File: config.mk
export PLATFORM = sky130hd
export DESIGN_NAME = ffha_grow
export DESIGN_NICKNAME = d
export VERILOG_FILES = /design/src/hw/rtl/ffha_pkg.sv /design/src/hw/rtl/ffha_grow.sv
export SDC_FILE = /design/constraint.sdc
export NUM_CORES = 1
export LEC_CHECK = 0
export BUFFER_PORTS_ARGS = -buffer_cell sky130_fd_sc_hd__buf_2
export CORE_UTILIZATION = 45
export DETAILED_ROUTE_END_ITERATION = 8
export PLACE_DENSITY = 0.68
export RECOVER_POWER = 25
export SYNTH_ARGS = -nofsm -noshare
export SYNTH_HDL_FRONTEND = slang
export SYNTH_SLANG_ARGS = --single-unit
File: constraint.sdc
create_clock -name clk -period 8.5 [get_ports clk]
set_clock_uncertainty 0.15 [all_clocks]
set_input_delay 1.7 -clock clk [delete_from_list [all_inputs] [get_ports clk]]
set_output_delay 1.7 -clock clk [all_outputs]
set_load 0.05 [all_outputs]
File: src/hw/rtl/ffha_pkg.sv
package ffha_pkg;

	localparam int DEF_HEAP_BYTES   = 65536;
	localparam int DEF_HEADER_BYTES = 32;
	localparam int DEF_MAX_BLOCKS   = 64;

	localparam int REQ_W = 17;
	localparam int DAT_W = 16;
	localparam int RES_W = 16;
	localparam int GRW_W = 17;
	localparam int PA_W  = 3;

	localparam logic CMD_ALLOC = 1'b0;
	localparam logic CMD_FREE  = 1'b1;

	localparam logic REG_MIN_GROW = 1'b0;
	localparam logic [GRW_W-1:0] MIN_GROW_RST = 17'd1024;

	typedef enum logic [1:0] {
		ST_OK      = 2'd0,
		ST_ZERO    = 2'd1,
		ST_FULL    = 2'd2,
		ST_BADFREE = 2'd3
	} status_t;

	typedef enum logic [1:0] {
		S_IDLE,
		S_CALC,
		S_WALK,
		S_HOLD
	} fsm_t;

	// request broadcast to every cell
	typedef struct packed {
		logic             cmd;
		logic [REQ_W-1:0] req;
		logic [DAT_W-1:0] dat;
	} bc_t;

	// chain edits raised by the cell that holds the live token
	typedef struct packed {
		logic grow;
		logic split;
		logic nmerge;
		logic pmerge;
	} act_t;

	// token handed from cell to cell; carries the answer once decided
	typedef struct packed {
		logic             tok;
		logic             done;
		status_t          st;
		logic [RES_W-1:0] res;
	} tok_t;

endpackage

File: src/hw/rtl/ffha_grow.sv
module ffha_grow #(
	parameter int NW = 18,
	parameter int CW = 19
) (
	input  logic                         clk,
	input  logic                         arst_n,
	input  logic                         start,
	input  logic [NW-1:0]                need,
	input  logic [ffha_pkg::GRW_W-1:0]   gran,
	output logic                         done,
	output logic [CW-1:0]                calc
);

	localparam int CNT_W = $clog2(NW + 1);

	logic                       run_q;
	logic [CNT_W-1:0]           cnt_q;
	logic [NW-1:0]              sh_q;
	logic [NW-1:0]              need_q;
	logic [ffha_pkg::GRW_W-1:0] g_q;
	logic [ffha_pkg::GRW_W-1:0] rem_q;
	logic [ffha_pkg::GRW_W:0]   trial;
	logic [ffha_pkg::GRW_W:0]   diff;

	assign trial = {rem_q, sh_q[NW-1]};
	assign diff  = trial - {1'b0, g_q};
	assign done  = run_q && (cnt_q == '0);

	// round up to a granule multiple: need - rem + (rem ? g : 0)
	assign calc = CW'(need_q) - CW'(rem_q) + ((rem_q != '0) ? CW'(g_q) : CW'(0));

	always_ff @(posedge clk or negedge arst_n) begin
		if (!arst_n) begin
			run_q <= 1'b0;
			cnt_q <= '0;
		end else if (start) begin
			run_q <= 1'b1;
			cnt_q <= CNT_W'(NW);
		end else if (run_q) begin
			if (cnt_q == '0)
				run_q <= 1'b0;
			else
				cnt_q <= cnt_q - CNT_W'(1);
		end
	end

	// restoring remainder, one bit a cycle
	always_ff @(posedge clk) begin
		if (start) begin
			sh_q   <= need;
			need_q <= need;
			g_q    <= gran;
			rem_q  <= '0;
		end else if (run_q && (cnt_q != '0)) begin
			sh_q <= {sh_q[NW-2:0], 1'b0};
			if (trial >= {1'b0, g_q})
				rem_q <= diff[ffha_pkg::GRW_W-1:0];
			else
				rem_q <= trial[ffha_pkg::GRW_W-1:0];
		end
	end

endmodule

# Word-level counts from Yosys, hierarchy flattened

Cells that the tools add are included.

Add/sub/neg operators: 4
Order comparisons: 1
Equality and inequality tests: 1
Multiplexer cells: 10
Reduce and logical (&&, ||, !) cells: 8

Operator list:

| kind                                                                | number |
|---|---|
| 18-bit two-way mux                                                  | 2 |
| 17-bit two-way mux                                                  | 2 |
| 19-bit by 17-bit adder with 19-bit output                           | 1 |
| 18-bit by 17-bit subtractor with 19-bit output                      | 1 |
| 18-bit by 17-bit greater-or-equal comparator with 1-bit output      | 1 |
| 17-bit nonzero test                                                 | 1 |
| 17-bit subtractor                                                   | 1 |
| 5-bit two-way mux                                                   | 3 |
| 5-bit logical NOT                                                   | 1 |
| 5-bit nonzero test                                                  | 1 |
| 5-bit by 1-bit subtractor with 5-bit output (second input constant) | 1 |
| 2-bit nonzero test                                                  | 2 |
| 1-bit two-way mux                                                   | 3 |
| 1-bit logical AND                                                   | 2 |
| 2-bit inequality test (second input constant)                       | 1 |
| 2-bit AND reduction                                                 | 1 |

Register bits after elaboration: 76
Input port bits: 38
Output and inout bits: 20

# Depth between registers and ports, before layout

Word-level depth: 4
Mapped depth: 16
Depth with buffers taken out: 14

# Least setup slack after synthesis

OpenSTA, ideal clock, no wires.

Kind: reg2out
From: register rem_q[8] (netlist bit)
To: output port calc[9]
Arrival: 4.491 ns
Required time: 6.650 ns
Path slack: 2.159 ns
Cell stages (with the launch flop): 15
Path buffers: 2
Cells stage by stage: dfxtp_1 > nor4_1 > nand4_1 > or4_1 > clkbuf_1 > clkbuf_1 > nand2_1 > fa_1 > inv_1 > ha_1 > a21o_1 > a21oi_1 > nand3b_1 > a21oi_1 > o311ai_0

Cells in the longest elaborated chain, start to end: 3

Ends and longest elaborated chain:

| what                                                                                   | line            | RTL |
|---|---|---|
| start, declared                                                                        | ffha_grow.sv:21 | `logic [ffha_pkg::GRW_W-1:0] rem_q;` |
| start signal, assigned                                                                 | ffha_grow.sv:57 | `rem_q <= diff[ffha_pkg::GRW_W-1:0];` |
| start signal, assigned                                                                 | ffha_grow.sv:59 | `rem_q <= trial[ffha_pkg::GRW_W-1:0];` |
| branches (longest 2 deep; another with 18-bit by 17-bit subtractor with 19-bit output) | --              |  |
| 19-bit by 17-bit adder with 19-bit output *                                            | ffha_grow.sv:30 | `assign calc = CW'(need_q) - CW'(rem_q) + ((rem_q != '0) ? CW'(g_q) : CW'(0));` |
| end, declared                                                                          | ffha_grow.sv:11 | `output logic [CW-1:0] calc` |

Mark *: on every way between the ends.

# Worst setup path after layout

From: register rem_q[16] (netlist bit)
To: output port calc[18]

The elaborated chain is that of the path after synthesis.

==> summary.txt <==
Outcome
  – Outcome: finished, violations left
  – Violated checks: design-rule violations

STA
  – Tcrit/Tclk final: 0.793
  – Final Hold Fails: 0
  – Slew margin rel.: 0.322
  – Final setup violation count: 0
  – Min Clock Period, post-route: 6.74 ns
  – Slew Viols, Final: 0
  – RSZ-0062 raised after global routing: false
  – Worst-margin pin slew: 1.01 ns
  – Setup TNS: 0 ns
  – Hold_ws: 0.391 ns
  – Fmax: 148 MHz

Global route
  – Grt total ovfl: 0
  – Initial antenna violation count: 0
  – GRT Total Usage: 0.218
  – Number of global-route vias before repair: 4333
  – Largest net degree at the start of global routing: 68
  – First-pass GRT wire length: 21200 um

Detailed routing
  – Vias: 4295
  – Drc violations: 6
  – Wire length per cell: 17.0 um
  – Vias per inst: 5.67
  – DRT iter0 DRCs: 383
  – First-pass detailed-route iteration total: 7
  – Total wire length: 12900 um
  – ANT nets after route: 0

Min path
  – Min-Delay Path Class: reg -> reg
  – Hold Path Depth: 1

Floorplan
  – Initial Util: 0.469
  – Die ar.: 12500 um2
  – Die H: 112 um
  – Core area: 11600 um2
  – I/O Pins: 58
  – DIE WIDTH: 112 um
  – Rows: 39

Synth
  – Synth Instances: 558
  – Synth cell types: 60
  – Post-synthesis sequential area ratio: 0.384
  – Fraction of registers with async set/reset: 0.0789
  – Avg Inst Size Synth: 9.72 um2
  – Seq cells post-synth: 76
  – Synth Cell Area: 5420 um2
  – Ys flop type: edfxtp_1
  – Post-synth EDFFs: 53
  – Yosys synthesis warning count: 0
  – Syn nets: 652

Cells and area
  – # fillers: 1045
  – Commonest non-fill, non-tap cell in the layout: inv_1
  – Most frequent cells in the layout: 84 x inv_1, 53 x edfxtp_1, 52 x buf_2
  – P&R area growth vs syn: 12.5%
  – Share of cells above drive strength 1: 0.155
  – Ant. Diodes: 0
  – Final Net Count: 703

Clocking
  – Setup bufs post-CTS: 0
  – CTS Buf Count: 9
  – # hold bufs at CTS: 0
  – Post-cts resize count: 0
  – Clk_lat worst skew: 0.34 ns
  – Clk sinks: 76
  – Htree depth: 3
  – Clock root buffer master: clkbuf_16
  – Max Root-Sink Buffers: 2
  – Reg clk slew, reported paths: 0.06 ns
  – TritonCTS clock tree: yes

Setup path
  – Critical Path RT: 6.65 ns
  – Slowest CP cell: or4_1
  – Crit-path max cell delay: 0.74 ns
  – Critical-path cell list: nor4_1, nand4_1, or4_1, nand2_1, fa_1, inv_1, fa_1, a21oi_1, o21ai_0, nand3b_1, a31oi_1, nor4_1, a311oi_1, buf_2
  – Crit path arrival time: 4.89 ns
  – R2R cell count: 7
  – Worst Path Class, Setup: reg -> out
  – CP endpoint kind: primary output
  – Setup crit start kind: register
  – CP Max Fanout: 17

Place
  – Dpl hpwl: 9370 um
  – Port buffer count: 57
  – Placer Congestion: 0.903

Job
  – Max cap viols: 0
worst max-delay path: cells and delay by family, from the launching register on:
| family | cells | cell delay, ns |
|---|---|---|
| AOI/OAI and AO/OA | 4 | 1.30 |
| buffers and inverters | 2 | 0.42 |
| adders and majority gates | 2 | 0.65 |
| and+or+nand+nor | 6 | 1.79 |
| DFF | 1 | 0.38 |
state kept, by name, summed over array words and instances, names as in the netlist:
register	cells
need_q	18
sh_q	18
g_q	17
rem_q	17
cnt_q	5
run_q	1
layout make-up:
class	instances	area (um2)	share of cell area
clock buffer	9	225	0.0369
clock inverter	7	76.3	0.0125
inverter	84	315	0.0517
multi-input combinational	379	2930	0.480
sequential	76	2080	0.341
tap	143	179	0.0293
timing repair buffer	59	294	0.0482
per-stage QoR:
step                      instance area (um2)   util  instances  setup slack (ns)
final                                    6100  0.528        757              1.76
after global routing                     6100  0.528        757              1.48
after CTS                                6110  0.528        757              1.86
after detailed placement                 5810  0.502        741              2.23
after global placement                   5810  0.502        741              2.38
after floorplan                          5420      -        558              2.16
Yosys cell counts (11+ instances only):
library cell | number | share of area
nor3_1 | 13 | 0.012
o21ai_0 | 19 | 0.018
xnor2_1 | 14 | 0.023
nor2_1 | 33 | 0.023
nand3_1 | 11 | 0.010
dfxtp_1 | 17 | 0.063
inv_1 | 84 | 0.058
fa_1 | 18 | 0.066
mux2_2 | 17 | 0.035
ha_1 | 38 | 0.088
xor2_1 | 16 | 0.026
a21oi_1 | 34 | 0.031
edfxtp_1 | 53 | 0.29
nand2_1 | 44 | 0.030
metal layers:
layer  share of wire  global-route usage
met3           0.054              0.0425
met5               0                   0
met1            0.45               0.278
met2            0.47               0.366
met4           0.024              0.0820
final timing paths:
check	startpoint	to	slack, ns
worst max-delay path	rem_q[16]	calc[18]	1.76
max in group asynchronous	arst_n	cnt_q[2]	6.88
worst max register to register	cnt_q[0]	sh_q[12]	5.50
worst min-delay path	cnt_q[1]	cnt_q[1]	0.39
min in group asynchronous	arst_n	cnt_q[4]	1.07
worst min register to register	cnt_q[1]	cnt_q[1]	0.39
cell families (layout without fill, tap and decap cells):
family / count (synthesis) / in the layout / share of synthesized area
AND/OR/NAND/NOR: 145 / 145 / 0.133
flip-flops: 76 / 76 / 0.384
multiplexers: 19 / 19 / 0.0390
AO/OA/AOI/OAI: 129 / 129 / 0.166
XOR/XNOR: 30 / 30 / 0.0484
adder cells (fa/ha/maj): 56 / 56 / 0.154
buffers and inverters: 103 / 159 / 0.0761
Power is not shown: default switching activity piles up to over one toggle a cycle in this logic, so the estimate is an artifact.
