==> config.mk <==
export PLATFORM = sky130hd
export DESIGN_NAME = ffha_cell
export DESIGN_NICKNAME = d
export VERILOG_FILES = /design/src/hw/rtl/ffha_pkg.sv /design/src/hw/rtl/ffha_cell.sv
export SDC_FILE = /design/constraint.sdc
export NUM_CORES = 1
export LEC_CHECK = 0
export BUFFER_PORTS_ARGS = -buffer_cell sky130_fd_sc_hd__buf_2
export CAP_MARGIN = 20
export CORE_AREA = 2 2 180 217
export DETAILED_ROUTE_END_ITERATION = 8
export DIE_AREA = 0 0 182 219
export PLACE_DENSITY_LB_ADDON = 0.1
export SYNTH_ARGS = -nofsm -noshare
export SYNTH_HDL_FRONTEND = slang
export SYNTH_SLANG_ARGS = --single-unit
==> constraint.sdc <==
create_clock -name clk -period 6.6 [get_ports clk]
set_input_delay 1.32 -clock clk [delete_from_list [all_inputs] [get_ports clk]]
set_output_delay 1.32 -clock clk [all_outputs]
set_load 0.01 [all_outputs]
==> src/hw/rtl/ffha_pkg.sv <==
package ffha_pkg;

	localparam int DEF_HEAP_BYTES   = 65536;
	localparam int DEF_HEADER_BYTES = 32;
	localparam int DEF_MAX_BLOCKS   = 64;

	localparam int REQ_W = 17;
	localparam int DAT_W = 16;
	localparam int RES_W = 16;
	localparam int GRW_W = 17;
	localparam int PA_W  = 3;

	localparam logic CMD_ALLOC = 1'b0;
	localparam logic CMD_FREE  = 1'b1;

	localparam logic REG_MIN_GROW = 1'b0;
	localparam logic [GRW_W-1:0] MIN_GROW_RST = 17'd1024;

	typedef enum logic [1:0] {
		ST_OK      = 2'd0,
		ST_ZERO    = 2'd1,
		ST_FULL    = 2'd2,
		ST_BADFREE = 2'd3
	} status_t;

	typedef enum logic [1:0] {
		S_IDLE,
		S_CALC,
		S_WALK,
		S_HOLD
	} fsm_t;

	// request broadcast to every cell
	typedef struct packed {
		logic             cmd;
		logic [REQ_W-1:0] req;
		logic [DAT_W-1:0] dat;
	} bc_t;

	// chain edits raised by the cell that holds the live token
	typedef struct packed {
		logic grow;
		logic split;
		logic nmerge;
		logic pmerge;
	} act_t;

	// token handed from cell to cell; carries the answer once decided
	typedef struct packed {
		logic             tok;
		logic             done;
		status_t          st;
		logic [RES_W-1:0] res;
	} tok_t;

endpackage

==> src/hw/rtl/ffha_cell.sv <==
module ffha_cell #(
	parameter int HEAP = 65536,
	parameter int HDR  = 32,
	parameter int AW   = 17,
	parameter int NW   = 18,
	parameter int CW   = 19
) (
	input  logic                clk,
	input  logic                arst_n,
	input  ffha_pkg::bc_t       bc,
	input  logic [NW-1:0]       need,
	input  logic [CW-1:0]       calc,
	input  logic [AW-1:0]       heap_top,
	input  logic                table_full,
	input  logic                launch,
	input  ffha_pkg::act_t      act,
	input  logic                dn_v,
	input  logic [AW-1:0]       dn_size,
	input  logic [AW-1:0]       dn_cap,
	input  logic                dn_tok,
	input  logic                up1_v,
	input  logic [AW-1:0]       up1_size,
	input  logic [AW-1:0]       up1_cap,
	input  logic                up1_tok,
	input  logic                up2_v,
	input  logic [AW-1:0]       up2_size,
	input  logic [AW-1:0]       up2_cap,
	input  ffha_pkg::tok_t      tin,
	input  logic [AW-1:0]       tin_off,
	output logic                v,
	output logic [AW-1:0]       size,
	output logic [AW-1:0]       cap,
	output logic                tok,
	output ffha_pkg::tok_t      tout,
	output logic [AW-1:0]       tout_off,
	output ffha_pkg::act_t      act_req
);

	localparam int XW = ((AW > CW) ? AW : CW) + 2;

	logic               v_q;
	logic [AW-1:0]      size_q;
	logic [AW-1:0]      cap_q;
	ffha_pkg::tok_t     tk_q;
	logic [AW-1:0]      off_q;
	logic               pass_q;

	logic               nv;
	logic [AW-1:0]      ns;
	logic [AW-1:0]      nc;

	logic               active;
	logic [XW-1:0]      hdr_x, off_x, size_x, cap_x, req_x, need_x, data_x;
	logic [XW-1:0]      res_split, res_grow, off_next, top_sum;
	logic               fit, slack_ok, hit, nm, pm, grow_ok;

	assign v    = v_q;
	assign size = size_q;
	assign cap  = cap_q;
	assign tok  = tk_q.tok;

	assign active = tk_q.tok && !tk_q.done;

	assign hdr_x  = XW'(HDR);
	assign off_x  = XW'(off_q);
	assign size_x = XW'(size_q);
	assign cap_x  = XW'(cap_q);
	assign req_x  = XW'(bc.req);
	assign need_x = XW'(need);
	assign data_x = off_x + hdr_x;

	assign res_split = data_x + size_x + hdr_x;
	assign res_grow  = XW'(heap_top) + hdr_x;
	assign off_next  = data_x + cap_x;
	assign top_sum   = XW'(heap_top) + XW'(calc);

	assign fit      = v_q && (size_q == '0) && (cap_x >= req_x);
	assign slack_ok = (cap_x >= size_x) && ((cap_x - size_x) >= need_x);
	assign hit      = v_q && (data_x == XW'(bc.dat));
	assign nm       = up1_v && (up1_size == '0);
	assign pm       = dn_v && (dn_size == '0);
	assign grow_ok  = top_sum <= XW'(HEAP);

	// decision made by the cell holding the live token
	always_comb begin
		tout     = tk_q;
		tout_off = off_q;
		act_req  = '0;
		if (active) begin
			if (bc.cmd == ffha_pkg::CMD_ALLOC) begin
				if (v_q) begin
					if (fit) begin
						tout.done = 1'b1;
						tout.st   = ffha_pkg::ST_OK;
						tout.res  = data_x[ffha_pkg::RES_W-1:0];
					end else if (slack_ok) begin
						tout.done = 1'b1;
						if (table_full) begin
							tout.st = ffha_pkg::ST_FULL;
						end else begin
							tout.st       = ffha_pkg::ST_OK;
							tout.res      = res_split[ffha_pkg::RES_W-1:0];
							act_req.split = 1'b1;
						end
					end else begin
						tout_off = off_next[AW-1:0];
					end
				end else begin
					// end of list: append at the heap top
					tout.done = 1'b1;
					if (grow_ok) begin
						tout.st      = ffha_pkg::ST_OK;
						tout.res     = res_grow[ffha_pkg::RES_W-1:0];
						act_req.grow = 1'b1;
					end else begin
						tout.st = ffha_pkg::ST_FULL;
					end
				end
			end else begin
				if (v_q) begin
					if (hit) begin
						tout.done = 1'b1;
						if (size_q == '0) begin
							tout.st = ffha_pkg::ST_BADFREE;
						end else begin
							tout.st        = ffha_pkg::ST_OK;
							act_req.nmerge = nm;
							act_req.pmerge = pm;
						end
					end else begin
						tout_off = off_next[AW-1:0];
					end
				end else begin
					tout.done = 1'b1;
					tout.st   = ffha_pkg::ST_BADFREE;
				end
			end
		end
	end

	always_comb begin
		nv = v_q;
		ns = size_q;
		nc = cap_q;
		if (active) begin
			if (act_req.split) begin
				nc = size_q;
			end else if (act_req.grow) begin
				nv = 1'b1;
				ns = AW'(bc.req);
				nc = AW'(XW'(calc) - hdr_x);
			end else if (bc.cmd == ffha_pkg::CMD_ALLOC && fit) begin
				ns = AW'(bc.req);
			end else if (bc.cmd == ffha_pkg::CMD_FREE && hit && size_q != '0) begin
				if (pm) begin
					nv = nm ? up2_v : up1_v;
					ns = nm ? up2_size : up1_size;
					nc = nm ? up2_cap : up1_cap;
				end else begin
					ns = '0;
					if (nm)
						nc = AW'(cap_x + hdr_x + XW'(up1_cap));
				end
			end
		end else if (up1_tok && act.pmerge) begin
			// previous neighbor absorbs the freed block (and its free successor)
			nc = AW'(cap_x + hdr_x + XW'(up1_cap) +
				(act.nmerge ? hdr_x + XW'(up2_cap) : XW'(0)));
		end else if (!pass_q && !tk_q.tok) begin
			if (act.split) begin
				if (dn_tok) begin
					nv = 1'b1;
					ns = AW'(bc.req);
					nc = AW'(XW'(dn_cap) - hdr_x - XW'(dn_size));
				end else begin
					nv = dn_v;
					ns = dn_size;
					nc = dn_cap;
				end
			end else if (act.nmerge || act.pmerge) begin
				nv = (act.nmerge && act.pmerge) ? up2_v : up1_v;
				ns = (act.nmerge && act.pmerge) ? up2_size : up1_size;
				nc = (act.nmerge && act.pmerge) ? up2_cap : up1_cap;
			end
		end
	end

	always_ff @(posedge clk or negedge arst_n) begin
		if (!arst_n) begin
			v_q    <= 1'b0;
			tk_q   <= '0;
			pass_q <= 1'b0;
		end else begin
			v_q  <= nv;
			tk_q <= tin;
			if (launch)
				pass_q <= 1'b0;
			else if (tk_q.tok)
				pass_q <= 1'b1;
		end
	end

	always_ff @(posedge clk) begin
		size_q <= ns;
		cap_q  <= nc;
		off_q  <= tin_off;
	end

endmodule

# ---- Yosys cells after proc, flatten, opt, wreduce, memory -nomap -nowiden
# Index checks and enable logic that the tools add are counted.
dict set report totals {
  inputBits 240
  reg_bits 73
}
dict set report op_classes {
  reduce_logical 29
  n_mux 75
  addsub 14
  magnitude_cmp 4
  n_eq_ne 10
  n_bitwise 1
}
# op n
set op_table {}
lappend op_table {{17-bit 2-to-1 mux} 35}
lappend op_table {{19-bit 2-to-1 mux} 4}
lappend op_table {{17-bit adder} 3}
lappend op_table {{17-bit zero test} 3}
lappend op_table {{16-bit 2-to-1 mux} 3}
lappend op_table {{17-bit >= comparator} 2}
lappend op_table {{17-bit by 6-bit subtractor with 17-bit output, second input constant} 2}
lappend op_table {{16-bit by 6-bit adder with 16-bit output, second input constant} 2}
lappend op_table {{21-bit by 18-bit >= comparator with 1-bit output} 1}
lappend op_table {{1-bit 2-to-1 mux} 21}
lappend op_table {{17-bit by 19-bit adder with 20-bit output} 1}
lappend op_table {{20-bit by 17-bit less-or-equal comparator with 1-bit output, second input constant} 1}
lappend op_table {{17-bit by 6-bit adder with 18-bit output, second input constant} 1}
lappend op_table {{18-bit by 16-bit == test with 1-bit output} 1}
lappend op_table {{17-bit by 17-bit subtractor with 18-bit output} 1}
lappend op_table {{17-bit by 6-bit adder with 17-bit output, second input constant} 1}
lappend op_table {{6-bit by 17-bit adder with 17-bit output, first input constant} 1}
lappend op_table {{17-bit nonzero test} 1}
lappend op_table {{17-bit subtractor} 1}
lappend op_table {{16-bit adder} 1}
lappend op_table {{2-bit 2-to-1 mux} 8}
lappend op_table {{1-bit logical AND} 13}
lappend op_table {{5-bit AND reduction} 2}
lappend op_table {{3-bit 2-to-1 mux} 3}
lappend op_table {{15 further kinds} 21}

# ---- Longest topological paths before layout
dict set report depth {
  depth_word 11
  ltp_mapped 23
  ltp_nobuf 23
}

# ---- Worst setup path before layout
# Ideal clock, no wire load.
dict set report synth_timing {
  kind {register to output}
  start {register cap_q[0] (netlist: cap[0])}
  end {output tout[5] in the netlist's numbering}
  stages_incl_launch_ff 22
  arrival_time_ns 4.726
  n_path_buf 0
  slack_ns 0.554
  path_cell_list {edfxtp_1 -> inv_1 -> ha_1 -> inv_1 -> fa_1 -> a211oi_1 -> o21a_1 -> o31a_1 -> o22ai_1 -> or2_2 -> a21oi_1 -> xnor2_1 -> ha_1 -> and4_1 -> o211ai_1 -> a31o_2 -> and3_1 -> a21oi_1 -> mux2_2 -> a221o_1 -> o21a_1 -> o22a_1}
}
# element line
set synth_lines {}
lappend synth_lines {{start, declared} ffha_cell.sv:43} ;# logic [AW-1:0] cap_q;
lappend synth_lines {{start signal, assigned} ffha_cell.sv:205} ;# cap_q <= nc;
lappend synth_lines {{end, declared} ffha_cell.sv:34} ;# output ffha_pkg::tok_t tout,

==> metrics.cfg <==
[status]
outcome = complete, no violations

[setup_path]
startpoint_type = flip-flop
endpoint_kind = primary output
required_ns = 5.28
path_cells = inv_2 > ha_4 > inv_2 > fa_2 > a211oi_2 > o21a_1 > o31a_1 > o22ai_2 > or2_2 > a21oi_2 > xnor2_1 > ha_1 > and4_1 > o211ai_1 > a31o_2 > and3_4 > a21oi_2 > buf_6 > mux2_4 > a221o_1 > o21a_1 > o22a_1 > buf_2
crit_type = flip-flop to primary output
cp-startpoint = cap[0]$_DFFE_PP_
r2r_start = cap[0]$_DFFE_PP_
cp.arrival_ns = 5.13
crit_path_max_fanout = 5
crit_path_top_delay_cell = fa_2
cpPeakStageDelay_ns = 0.42

[finish]
drive_above_1_share = 0.222
multi_input_area_mm2 = 0.0112
syn2layout_area_growth_pct = 21.8
num-nets-final = 2579
stdcell_count = 2623
seq_area_mm2 = 0.00191
n_fill_cell = 3974

[yosys]
ys_warn_count = 0
synth.top_cell.area_share = 0.179
syn_nets = 2232
synth.most_common_cell = ha_1
synthFlopType = edfxtp_1
synth_area_per_cell_um2 = 7.70
synth_area_mm2 = 0.0138
ys_seq_area_frac = 0.139
synthTopCellsByCount = ha_1 (197), a21oi_1 (152), inv_1 (138)
synth_area_leaders = ha_1 (18%), edfxtp_1 (7.4%), a21oi_1 (5.5%)
ys_ff_latch = 73
synth_edf_count = 34
synth.distinct_cells = 84
async_flop_share = 0.301
postSynthCellCount = 1788
yosysTopAreaCell = ha_1

[pwr]
finalPower_w = 0.00391
power_per_cell_area_mw_per_mm2 = 233
max-vdd-ir-drop_v = 0.000111
p_leak_nw = 7.96

[cts]
cts_buffers = 9
root_buffer = clkbuf_16
tritoncts = done
cts_hold_buf = 0
htreeDepth = 3
cts.sinks = 73
cts_buffer_depth = 2
clkLatencyLatePin_ns = 0.35
clk_pin_slew_ns = 0.06

[floorplanning]
rows = 78
die_w_um = 182
die_area_mm2 = 0.0399
dieHeight_um = 219
io_pins = 317
start_util = 0.365
core_mm2 = 0.0377

[global_routing]
use_met2 = 0.526
grtUsageMet3 = 0.0340
grt_max_degree = 48
grt_busiest_layer = met2
first_global_vias = 14900
grt_usage = 0.299
grt_pass1_wl_um = 89900
gr-total-overflow = 0
grtUsageMet1 = 0.370
grt_antenna_before_repair = 3

[timing]
min_period_ns = 6.45
min_period_over_period = 0.978
holdWs_ns = 0.520
slew_headroom = 0.400
drv_slew = 0
fmax_mhz = 155
finalHoldViolCount = 0
worstMarginPinSlew_ns = 0.900
skew_ns = 0.00964
setup_viol = 0
rsz0062_at_grt = yes

[run]
timing.max_cap.violations = 0

[min_path]
hold_start = pass_q$_DFFE_PN0P_
hold_path_class = flip-flop to flip-flop

[route]
routed_wl_um = 61400
drtPass1Iterations = 7
drtIter0Drc = 1026
post_drt_wl_per_cell_um = 23.4
antenna_left = 0
via_per_inst = 5.90
num_vias = 15500
remaining_drc_errors = 0

[placed_design]
gp_congestion = 0.953
place_inst = 2592
hpwlAfterDp_um = 51700
port_buffers = 315

==> worst paths after layout <==
check                                      to  slack [ns]  depth (start not counted)
setup reg to reg             cap[3]$_DFFE_PP_        1.35                         24
hold / removal             pass_q$_DFFE_PN0P_        0.52                          2
hold reg to reg            pass_q$_DFFE_PN0P_        0.52                          2
max in group asynchronous  pass_q$_DFFE_PN0P_        5.30                          1
setup / recovery                      tout[5]        0.15                         23
min in group asynchronous   tk_q[9]$_DFF_PN0_        0.94                          1
==> timing repair <==
item                                    4_1_cts  5_1_grt
setup buffers                                 1       11
pin swaps                                     1       21
resized for setup                             6       26
endpoints found under the setup margin       28       30
==> cell families after synthesis <==
group | share of synthesized area
buffers and inverters | 0.0568
adders and majority gates | 0.189
xor gates and xnor gates | 0.0910
and+or+nand+nor | 0.192
DFF | 0.139
AOI/OAI and AO/OA | 0.279
muxes | 0.0535
==> layout make-up <==
| cell class | count | share of cell area |
|---|---|---|
| clock buffers | 10 | 0.0142 |
| clock inverters | 6 | 0.00388 |
| inverters | 139 | 0.0311 |
| flip-flops and latches | 73 | 0.114 |
| multi-input cells | 1512 | 0.668 |
| diodes | 3 | 0.000448 |
| well taps | 480 | 0.0358 |
| repair buffers | 400 | 0.133 |
==> worst max-delay path: cells and delay by family, from the launching register on <==
kind	cells	cell delay, ns
flip-flops	1	0.40
AO/OA/AOI/OAI	11	2.03
XOR/XNOR	1	0.09
multiplexers	1	0.29
AND/OR/NAND/NOR	3	0.71
buffers and inverters	4	0.41
adder cells (fa/ha/maj)	3	0.85
==> routing by layer <==
layer  routed length, µm  part of all wire  vias up
li1                    -                 -     7367
met1               25200              0.41     7317
met2               29700              0.48      662
met3                3840             0.062      121
met4                2720             0.044        0
met5                   0                 0        -
==> sequential cells by signal (all words and copies together) (netlist names) <==
register and flops:
tk_q 19, cap 17, off_q 17, size 17
pass_q 1, tok 1, v 1
==> layout by cell type, fill, tap and decap left out, types with 15 or more instances in the layout <==
cell type  synthesis  routed
a31oi_1           16      16
xnor2_1           84      84
or3_1             20      20
a21o_1            43      43
ha_1             197     195
o21a_1            25      25
inv_1            138     136
o21ai_0          111     109
a211oi_1          69      68
nand2_1          113     112
dfxtp_1           17      17
dfrtp_1           22      22
nor4_1            16      15
and2_1            20      18
nor2_1           123     123
a21oi_1          152     150
nand4_1           26      26
nor3_1            38      37
edfxtp_1          34      34
buf_2              7     315
mux2i_1           59      59
nand3_1           44      43
buf_4              3      82
xor2_1            51      51
o31ai_1           23      23
nand2b_1          23      23
and3_1            41      40
==> where the power goes <==
group,leakage [nW],internal (W),switching [W]
Clock,0.149,0.000304,0.000210
Sequential,0.728,0.000541,0.0000432
Combinational,7.09,0.00117,0.00164
Total,7.96,0.00202,0.00189
==> per-stage QoR <==
| stage | setup TNS (ns) | instance area [µm²] | util | setup slack, ns |
|---|---|---|---|---|
| after floorplan | 0 | 13800 | - | 0.554 |
| after global placement | 0 | 16200 | 0.431 | 0.0869 |
| after detailed placement | 0 | 16200 | 0.431 | 0.0571 |
| after CTS | 0 | 16600 | 0.440 | 0.0331 |
| after global routing | -0.235 | 16800 | 0.445 | -0.0566 |
| final | 0 | 16800 | 0.445 | 0.148 |
Power figures use the tool's default switching activity.
